**src/rtl/smx_pkg.sv**
```systemverilog
// smx_pkg: shared types, codes and widths for the stack machine executor
// used by smx_ctrl, smx_dp and stack_memory_machine_exec; no dependencies
package smx_pkg;

  localparam int unsigned StackDepthDef = 64;
  localparam int unsigned AddrBitsDef   = 10;

  localparam int unsigned FuncW     = 3;
  localparam int unsigned ValueW    = 64;
  localparam int unsigned StatusW   = 4;
  localparam int unsigned WordSelW  = 2;
  localparam int unsigned CfgIdxW   = 2;
  localparam int unsigned CfgDataW  = 2;
  localparam int unsigned InTdataW  = 72;
  localparam int unsigned OutTdataW = 72;

  // opcodes
  localparam logic [FuncW-1:0] OP_PUSH     = 3'd0;
  localparam logic [FuncW-1:0] OP_POP      = 3'd1;
  localparam logic [FuncW-1:0] OP_LEARN    = 3'd2;
  localparam logic [FuncW-1:0] OP_REMEMBER = 3'd3;
  localparam logic [FuncW-1:0] OP_LOG      = 3'd4;

  // status codes
  localparam logic [StatusW-1:0] STS_OK          = 4'd0;
  localparam logic [StatusW-1:0] STS_NOT_ENABLED = 4'd1;
  localparam logic [StatusW-1:0] STS_TOO_WIDE    = 4'd2;
  localparam logic [StatusW-1:0] STS_POP_EMPTY   = 4'd3;
  localparam logic [StatusW-1:0] STS_LEARN_GOT0  = 4'd4;
  localparam logic [StatusW-1:0] STS_LEARN_GOT1  = 4'd5;
  localparam logic [StatusW-1:0] STS_REM_EMPTY   = 4'd6;
  localparam logic [StatusW-1:0] STS_OUTPUT_OFF  = 4'd7;
  localparam logic [StatusW-1:0] STS_LOG_EMPTY   = 4'd8;
  localparam logic [StatusW-1:0] STS_ASCII_BIG   = 4'd9;
  localparam logic [StatusW-1:0] STS_OVERFLOW    = 4'd10;
  localparam logic [StatusW-1:0] STS_BAD_ADDRESS = 4'd11;
  localparam logic [StatusW-1:0] STS_HALTED      = 4'd12;

  // configuration register indexes
  localparam logic [CfgIdxW-1:0] CFG_MACHINE_EN = 2'd0;
  localparam logic [CfgIdxW-1:0] CFG_WORD_SEL   = 2'd1;
  localparam logic [CfgIdxW-1:0] CFG_OUTPUT_EN  = 2'd2;
  localparam logic [CfgIdxW-1:0] CFG_ASCII      = 2'd3;

  // word size selections
  localparam logic [WordSelW-1:0] WSEL_8  = 2'd0;
  localparam logic [WordSelW-1:0] WSEL_16 = 2'd1;
  localparam logic [WordSelW-1:0] WSEL_32 = 2'd2;
  localparam logic [WordSelW-1:0] WSEL_64 = 2'd3;

  typedef enum logic [2:0] {
    S_CLEAR,
    S_IDLE,
    S_EXEC,
    S_LEARN_RD,
    S_MEM_RD
  } ctrl_state_e;

  typedef struct packed {
    logic accept;     // latch the input word, read top of stack
    logic exec;       // first execute step
    logic learn_fin;  // address read back, write data memory
    logic mem_fin;    // memory word read back, replace top
  } ctrl_cmd_t;

  typedef struct packed {
    logic clearing;
    logic out_free;
    logic more_learn;
    logic more_mem;
  } dp_stat_t;

endpackage

```
**src/rtl/smx_ctrl.sv**
```systemverilog
// smx_ctrl: sequencing state machine of the stack machine executor
// depends on smx_pkg; drives commands to smx_dp and reads its status
module smx_ctrl (
  input  logic               clk_i,
  input  logic               rst_ni,
  input  logic               s_axis_tvalid,
  output logic               s_axis_tready,
  input  smx_pkg::dp_stat_t  stat_i,
  output smx_pkg::ctrl_cmd_t cmd_o
);
  import smx_pkg::*;

  ctrl_state_e state_q, state_d;

  always_ff @(posedge clk_i or negedge rst_ni) begin
    if (!rst_ni) begin
      state_q <= S_CLEAR;
    end else begin
      state_q <= state_d;
    end
  end

  always_comb begin
    state_d = state_q;
    case (state_q)
      S_CLEAR: begin
        if (!stat_i.clearing) state_d = S_IDLE;
      end
      S_IDLE: begin
        if (s_axis_tvalid) state_d = S_EXEC;
      end
      S_EXEC: begin
        if (stat_i.out_free) begin
          if (stat_i.more_learn) begin
            state_d = S_LEARN_RD;
          end else if (stat_i.more_mem) begin
            state_d = S_MEM_RD;
          end else begin
            state_d = S_IDLE;
          end
        end
      end
      S_LEARN_RD, S_MEM_RD: begin
        if (stat_i.out_free) state_d = S_IDLE;
      end
      default: state_d = S_CLEAR;
    endcase
  end

  always_comb begin
    s_axis_tready    = 1'b0;
    cmd_o            = '0;
    case (state_q)
      S_IDLE: begin
        s_axis_tready = 1'b1;
        cmd_o.accept  = s_axis_tvalid;
      end
      S_EXEC:     cmd_o.exec      = stat_i.out_free;
      S_LEARN_RD: cmd_o.learn_fin = stat_i.out_free;
      S_MEM_RD:   cmd_o.mem_fin   = stat_i.out_free;
      default: ;
    endcase
  end

endmodule

```
**config.mk**
```make
export PLATFORM = sky130hd
export DESIGN_NAME = smx_ctrl
export DESIGN_NICKNAME = d
export VERILOG_FILES = /design/src/rtl/smx_pkg.sv /design/src/rtl/smx_ctrl.sv
export SDC_FILE = /design/constraint.sdc
export NUM_CORES = 1
export LEC_CHECK = 0
export BUFFER_PORTS_ARGS = -buffer_cell sky130_fd_sc_hd__clkbuf_2
export CAP_MARGIN = 20
export CORE_AREA = 2 2 39 41
export CTS_BUF_LIST = sky130_fd_sc_hd__clkbuf_16
export CTS_CLUSTER_DIAMETER = 30
export DETAILED_ROUTE_END_ITERATION = 7
export DIE_AREA = 0 0 41 43
export GPL_TIMING_DRIVEN = 0
export PLACE_DENSITY_LB_ADDON = 0.2
export SKIP_LAST_GASP = 1
export SLEW_MARGIN = 10
export SYNTH_ARGS = -nofsm -noshare
export SYNTH_HDL_FRONTEND = slang
export SYNTH_SLANG_ARGS = --single-unit
```
**constraint.sdc**
```tcl
create_clock -name clk_i -period 1 [get_ports clk_i]
set_input_delay 0.05 -clock clk_i [delete_from_list [all_inputs] [get_ports clk_i]]
set_output_delay 0.05 -clock clk_i [all_outputs]
set_load 0.01 [all_outputs]
```
* Word-level counts from Yosys, hierarchy flattened
Cells that the tools add are included.
** Operators by class
- Equality and inequality tests :: 8
- Mux-type cells :: 12
- Reduce and logical (&&, ||, !) cells :: 3
** Operators by type and width (number)
- 3-bit two-way mux :: 6
- 3-bit one-hot mux with 4 select lines :: 1
- 2-bit != test, second input constant :: 4
- 3-bit by 2-bit equality test with 1-bit output, second input constant :: 2
- 1-bit two-way mux :: 5
- 4-bit AND reduction :: 1
- 3-bit by 1-bit equality test with 1-bit output, second input constant :: 1
- 3-bit equality test, second input constant :: 1
- 3-bit zero test :: 1
- 2-bit OR reduction :: 1
** Word-level totals
- Flip-flop bits (word level) :: 3
- Input port bits :: 7
- Output and inout port bits :: 5

* Logic depth before layout (Yosys ltp)
Gate-level depths: netlist of run 1.
- Depth in word-level cells :: 4
- Depth in mapped cells :: 3
- Mapped depth without buffers :: 3

* Least setup slack after synthesis of run 1
OpenSTA, ideal clock, no wires.
- Path kind :: register -> register
- Start point :: register state_q[1]
- End point :: register state_q[0]
- Setup time :: 124 ps
- Arrival time :: 872 ps
- Data required time :: 876 ps
- Path slack :: 4 ps
- Cell stages (with the launch flop) :: 4
- Period minus slack after synthesis :: 996 ps
- Cells stage by stage :: dfrtp_1 and4bb_2 a21oi_1 o21ai_1
** Between the ends
- Cells in the longest elaborated chain, start to end :: 4
** Ends and longest elaborated chain
- start: declaration :: line smx_ctrl.sv:13 : ctrl_state_e state_q, state_d;
- start signal: assignment :: line smx_ctrl.sv:19 : state_q <= state_d;
- 3-bit by 2-bit equality test with 1-bit output / 3-bit equality test (equally long branches) :: line smx_ctrl.sv:25 : case (state_q)
- 2-bit OR reduction :: line smx_ctrl.sv:25
- 2-bit != test (no source line)
- 4-bit AND reduction (no source line)
Parallel ways exist; a longest one is shown, timed or not.
A chain may end at the register's enable or synchronous reset.

==> results.sh, run 1 <==
export IMPL_synth_cell_types=16
export IMPL_ir_drop_uv=1090
export IMPL_cts_tree="done"
export IMPL_grt_util_all_layers=0.0814
export IMPL_finalPower_mw=1.43
export IMPL_via_per_inst=4.14
export IMPL_grt_antenna_before_repair=0
export IMPL_cp_cell_sequence="and4bb_2, buf_6"
export IMPL_drc=0
export IMPL_hold_path_class="input port to flip-flop"
export IMPL_drv_cap=0
export IMPL_clkSinkCount=3
export IMPL_worstPathRequired_ns=0.95
export IMPL_dpl_hpwl_um=386
export IMPL_syn_area_per_cell_um2=8.65
export IMPL_grt_max_degree=8
export IMPL_drive_gt1_frac=0.625
export IMPL_clk_path_buf_depth=2
export IMPL_grt_pass1_vias=251
export IMPL_crit_slowest_cell="dfrtp_1"
export IMPL_ant_nets=0
export IMPL_max_freq_ghz=0.881
export IMPL_num_vias=265
export IMPL_antenna_cells=0
export IMPL_finClkSkew_ns=0.00103
export IMPL_wirelength_um=610
export IMPL_slew_headroom=0.885
export IMPL_setup_slack_ns=-0.135
export IMPL_synth_nets=31
export IMPL_htree_levels=1
export IMPL_syn_area_um2=208
export IMPL_wire_per_inst_um=9.53
export IMPL_setup_viol=8
export IMPL_dp_slack_ns=-0.0377
export IMPL_yosys_warnings=0
export IMPL_final_nets=56
export IMPL_rows=14
export IMPL_firstDrtPassIters=2
export IMPL_worstSkewPairLatency_ns=0.22
export IMPL_p_leak_nw=0.230
export IMPL_cts_reportedPaths_clkPinSlew_ns=0.03
export IMPL_cp_end_kind="output pin"
export IMPL_io_buffers=11
export IMPL_fin_crit_sh=1.14
export IMPL_path_class="flip-flop to output pin"
export IMPL_failed_checks="setup timing"
export IMPL_cp_max_fo=5
export IMPL_die_x_um=41
export IMPL_first_iter_violations=2
export IMPL_cts_root_buffer_cell="clkbuf_16"
export IMPL_finalMaxSlewViolations=0
export IMPL_dieArea_mm2=0.00176
export IMPL_routabilityCongestion=0.571
export IMPL_place_inst=51
export IMPL_synthCells=24
export IMPL_final_cells=64
export IMPL_io_pins=12
export IMPL_fp_dieH_um=43
export IMPL_syn_to_final_growth_pct=125
export IMPL_largest_reg_flops=3
export IMPL_cts_buffers=3
export IMPL_rsz0062_at_grt="yes"
export IMPL_power_density_mw_per_mm2=3060
export IMPL_start_util=0.150
export IMPL_ys_seq_elements=3
export IMPL_finalCriticalPeriod_ns=1.14
export IMPL_seq_area_frac_synth=0.361
export IMPL_grt_pass1_wl_um=917
export IMPL_max_slew_worst_pin_slew_ns=0.173
export IMPL_grt_overflow=0
export IMPL_finalHoldViolations=0
export IMPL_max_stage_delay_ns=0.42
export IMPL_biggestRegsByFlops="state_q: 3 flops"
export IMPL_top_register="state_q"
export IMPL_arrival_ns=1.09
export IMPL_outcome="finished, violations left"
export IMPL_core_area_mm2=0.00138
export IMPL_cp_start_kind="flip-flop"
export IMPL_utilization=0.338
==> final cells by class <==
class | count | area [um^2]
Clock inverter | 1 | 3.75
Inverter | 1 | 3.75
Multi-Input combinational cell | 20 | 149
Tap cell | 16 | 20.0
Clock buffer | 3 | 75.1
Fill cell | 144 | 916
Sequential cell | 3 | 77.6
Timing Repair Buffer | 20 | 139
==> repair_timing <==
| action | 4_1_cts | 5_1_grt |
|---|---|---|
| hold buffers | 1 | 0 |
| buffers inserted | 6 | 2 |
| setup endpoints to repair | 7 | 8 |
| resized for setup | 3 | 11 |
| pin swaps | 2 | 7 |
| hold endpoints to repair | 3 | 0 |
| cloned | 0 | 0 |
==> metal layers <==
| layer | part of all wire | GRT usage |
|---|---|---|
| met5 | 0 | 0 |
| met4 | 0 | 0.0600 |
| met3 | 0.087 | 0.0471 |
| met2 | 0.51 | 0.119 |
| met1 | 0.40 | 0.0806 |
==> metrics by stage <==
stage	instance area (um^2)	TNS, ns	hold WS, ns
global placement	283	-0.130	-0.148
CTS	424	-0.681	0.126
finish	468	-0.736	0.123
global route	468	-1.08	0.147
floorplan	208	0	-0.246
detailed placement	283	-0.0646	-0.149
==> worst paths after layout <==
| path | start | endpoint | slack [ns] | depth (start not counted) |
|---|---|---|---|---|
| max | state_q[2]$_DFFE_PN0P_ | cmd_o[2] | -0.14 | 2 |
| min | s_axis_tvalid | state_q[1]$_DFFE_PN0P_ | 0.12 | 3 |
| max reg2reg | state_q[0]$_DFFE_PN0P_ | state_q[1]$_DFFE_PN0P_ | -0.08 | 5 |
| min reg2reg | state_q[2]$_DFFE_PN0P_ | state_q[1]$_DFFE_PN0P_ | 0.61 | 2 |
| max in group asynchronous | rst_ni | state_q[1]$_DFFE_PN0P_ | 0.72 | 2 |
| min in group asynchronous | rst_ni | state_q[2]$_DFFE_PN0P_ | 0.15 | 2 |
==> cells by family after synthesis <==
| kind of cell | Yosys count | share of synthesized area |
|---|---|---|
| simple gates | 14 | 0.452 |
| compound gates | 6 | 0.169 |
| flops | 3 | 0.361 |
| buf+inv | 1 | 0.0181 |
==> critical path, delay by kind of cell, from the launching register on <==
kind	cells	cell delay, ns
and+or+nand+nor	1	0.34
buffers and inverters	1	0.11
DFF	1	0.42
==> report_power, final <==
group	switching [mW]	internal [mW]
combinational	0.225	0.349
clock	0.106	0.515
sequential	0.0628	0.173
total	0.394	1.04
==> cells in the mapped netlist <==
library cell | count | area share
nand3b_1 | 1 | 0.036
nor2_1 | 4 | 0.072
and4bb_1 | 1 | 0.060
nand2b_1 | 2 | 0.060
nand2_2 | 1 | 0.030
and4bb_2 | 1 | 0.060
a21oi_1 | 3 | 0.072
o21ai_1 | 1 | 0.024
nand2b_2 | 1 | 0.042
or2b_1 | 1 | 0.036
o32a_1 | 1 | 0.048
o21ai_0 | 1 | 0.024
nor2b_1 | 1 | 0.030
nor3_1 | 1 | 0.024
dfrtp_1 | 3 | 0.36
inv_1 | 1 | 0.018
==> placed cells by master, fill, tap and decap left out <==
cell | synthesis | final
nand2_2 | 1 | 1
nor3_2 | 0 | 1
o21ai_1 | 1 | 2
nand3b_1 | 1 | 1
dlygate4sd3_1 | 0 | 1
buf_2 | 0 | 3
and4bb_2 | 1 | 1
or2b_1 | 1 | 1
clkbuf_2 | 0 | 7
clkbuf_16 | 0 | 3
nor2b_1 | 1 | 1
nor2_2 | 0 | 1
and4bb_1 | 1 | 1
buf_6 | 0 | 3
buf_4 | 0 | 6
dfrtp_2 | 0 | 2
dfrtp_1 | 3 | 1
nand2b_4 | 0 | 2
o32a_1 | 1 | 1
nand2b_1 | 2 | 1
a21oi_1 | 3 | 3
nor2_1 | 4 | 3
inv_1 | 1 | 2
(Power assumes the default switching activity.)
==> run 2: changes to the inputs <==
ABC_AREA = 1   (was unset)
BUFFER_PORTS_ARGS = -buffer_cell sky130_fd_sc_hd__buf_4   (was -buffer_cell sky130_fd_sc_hd__clkbuf_2)
==> results.sh, run 2 <==
export IMPL_outcome="finished, violations left"
export IMPL_failed_checks="setup timing"
export IMPL_clkSinkCount=3
export IMPL_cts_root_buffer_cell="clkbuf_16"
export IMPL_ys_seq_elements=3
export IMPL_fp_dieH_um=43
export IMPL_cp_endpoint="cmd_o[3]"
export IMPL_r2r_cells=7
export IMPL_finalCriticalPeriod_ns=1.15
export IMPL_max_stage_delay_ns=0.43
export IMPL_io_buffers=11
export IMPL_fin_crit_sh=1.15
export IMPL_synth_cell_types=12
export IMPL_yosys_warnings=0
export IMPL_drv_cap=0
export IMPL_htree_levels=1
export IMPL_r2r_end="state_q[0]$_DFFE_PN0P_"
export IMPL_clk_path_buf_depth=2
export IMPL_path_class="flip-flop to output pin"
export IMPL_grt_max_degree=6
export IMPL_largest_reg_flops=3
export IMPL_yosys_top_cells_area="dfrtp_1 28%, nand2_1 18%, nand3_1 11%"
export IMPL_place_inst=70
export IMPL_crit_start="state_q[2]$_DFFE_PN0P_"
export IMPL_cp_cell_sequence="inv_1, nand3_2, nor2_1, buf_4"
export IMPL_synth_area_leader_cell="dfrtp_1"
export IMPL_num_vias=321
export IMPL_first_iter_violations=5
export IMPL_async_reset_ff_frac=1.00
export IMPL_dieArea_mm2=0.00176
export IMPL_synth_edf_count=0
export IMPL_start_util=0.192
export IMPL_worstPathRequired_ns=0.95
export IMPL_finalHoldViolations=0
export IMPL_synthCells=43
export IMPL_cp_start_kind="flip-flop"
export IMPL_layout_commonest_cell="buf_4"
export IMPL_p_leak_nw=0.284
export IMPL_firstDrtPassIters=4
export IMPL_wire_per_inst_um=9.09
export IMPL_ant_nets=0
export IMPL_cts_buffers=3
export IMPL_hold_path_class="input port to asynchronous set/reset pin"
export IMPL_antenna_cells=0
export IMPL_io_pins=12
export IMPL_synth_top_area_share=0.283
export IMPL_slew_headroom=0.882
export IMPL_max_freq_ghz=0.869
export IMPL_top_register="state_q"
export IMPL_grt_pass1_wl_mm=1.23
export IMPL_finalMaxSlewViolations=0
export IMPL_synthTopCellsByCount="13 x nand2_1, 6 x nand3_1, 5 x inv_1, 5 x nor2_1"
export IMPL_synthFlopType="dfrtp_1"
export IMPL_yosysMostFrequentCell="nand2_1"
export IMPL_grt_pass1_vias=337
export IMPL_rsz0062_at_grt="yes"
export IMPL_max_slew_worst_pin_slew_ns=0.178
export IMPL_die_x_um=41
export IMPL_syn_area_um2=265
export IMPL_worstSkewPairLatency_ns=0.23
export IMPL_syn_to_final_growth_pct=90.6
export IMPL_biggestRegsByFlops="state_q: 3 flops"
export IMPL_final_cells=79
export IMPL_drc=0
export IMPL_cts_reportedPaths_clkPinSlew_ns=0.03
export IMPL_final_cell_mix="15 x buf_4, 13 x nand2_1, 6 x inv_1, 6 x nand3_1, 4 x nor2_1"
export IMPL_cp_max_fo=4
export IMPL_rows=14
export IMPL_grt_util_all_layers=0.107
export IMPL_dpl_hpwl_um=463
export IMPL_worstReg2RegStart="state_q[0]$_DFFE_PN0P_"
export IMPL_utilization=0.365
export IMPL_cts_tree="done"
export IMPL_synth_nets=50
export IMPL_syn_area_per_cell_um2=6.17
export IMPL_setup_slack_ns=-0.151
export IMPL_final_nets=71
export IMPL_reg2reg_slack_ns=-0.10
export IMPL_design_area_um2=505
export IMPL_dp_slack_ns=-0.0872
export IMPL_grt_overflow=0
export IMPL_power_density_mw_per_mm2=3300
export IMPL_finalSetupTns_ns=-0.894
export IMPL_via_per_inst=4.06
export IMPL_arrival_ns=1.10
export IMPL_seq_area_frac_synth=0.283
export IMPL_grt_antenna_before_repair=0
export IMPL_wirelength_um=718
export IMPL_cp_end_kind="output pin"
export IMPL_finClkSkew_ns=0.00408
export IMPL_drive_gt1_frac=0.492
export IMPL_ir_drop_uv=636
export IMPL_crit_slowest_cell="dfrtp_2"
export IMPL_core_area_mm2=0.00138
export IMPL_placed_area_um2=368
export IMPL_setup_viol=8
export IMPL_routabilityCongestion=0.642
==> run 2: area by class of cell <==
type	count	area [um^2]
timing repair buffer	16	123
clock buffer	3	75.1
fill	151	878
sequential	3	76.3
tap	16	20.0
multi-input combinational	32	178
inverter	8	30.0
clock inverter	1	3.75
==> run 2: metal layers <==
layer	global-route usage	wire length, um	vias up
met3	0.0157	36	2
li1	-	-	169
met4	0.100	19	0
met5	0	0	-
met2	0.159	391	10
met1	0.122	270	140
==> run 2: power by group <==
part	total (mW)	internal (mW)	switching, mW
registers	0.225	0.174	0.0513
logic	0.809	0.362	0.447
clock network	0.633	0.516	0.117
==> run 2: worst min path at each step <==
stage | startpoint | endpoint | depth (start not counted)
after global routing | rst_ni | state_q[2]$_DFFE_PN0P_ | 2
final | rst_ni | state_q[2]$_DFFE_PN0P_ | 2
after floorplan | rst_ni | state_q[0]$_DFFE_PN0P_ | 0
after CTS | rst_ni | state_q[0]$_DFFE_PN0P_ | 2
after global placement | rst_ni | state_q[0]$_DFFE_PN0P_ | 1
after detailed placement | rst_ni | state_q[1]$_DFFE_PN0P_ | 1
==> run 2: per-stage QoR <==
stage	total power, mW	hold slack (ns)
floorplan	0.669	-0.246
global placement	0.856	-0.159
detailed placement	0.851	-0.161
CTS	1.66	0.147
global route	1.79	0.171
finish	1.67	0.148
==> run 2: worst max-delay path: cells and delay by family, from the launching register on <==
family | cells | cell delay [ns]
and+or+nand+nor | 2 | 0.23
DFF | 1 | 0.43
buffers and inverters | 2 | 0.21
==> run 2: timing repair <==
action / in CTS / in global routing
resized for setup: 4 / 1
pin swaps: 2 / 0
hold buffers: 1 / 0
endpoints found under the setup margin: 8 / 8
endpoints found under the hold margin: 3 / 0
setup buffers: 4 / 0
==> run 2: cell families (layout without fill, tap and decap cells) <==
| logic type | count (synthesis) | after routing | synth area share |
|---|---|---|---|
| simple gates | 32 | 32 | 0.604 |
| flops | 3 | 3 | 0.283 |
| buf+inv | 8 | 28 | 0.113 |
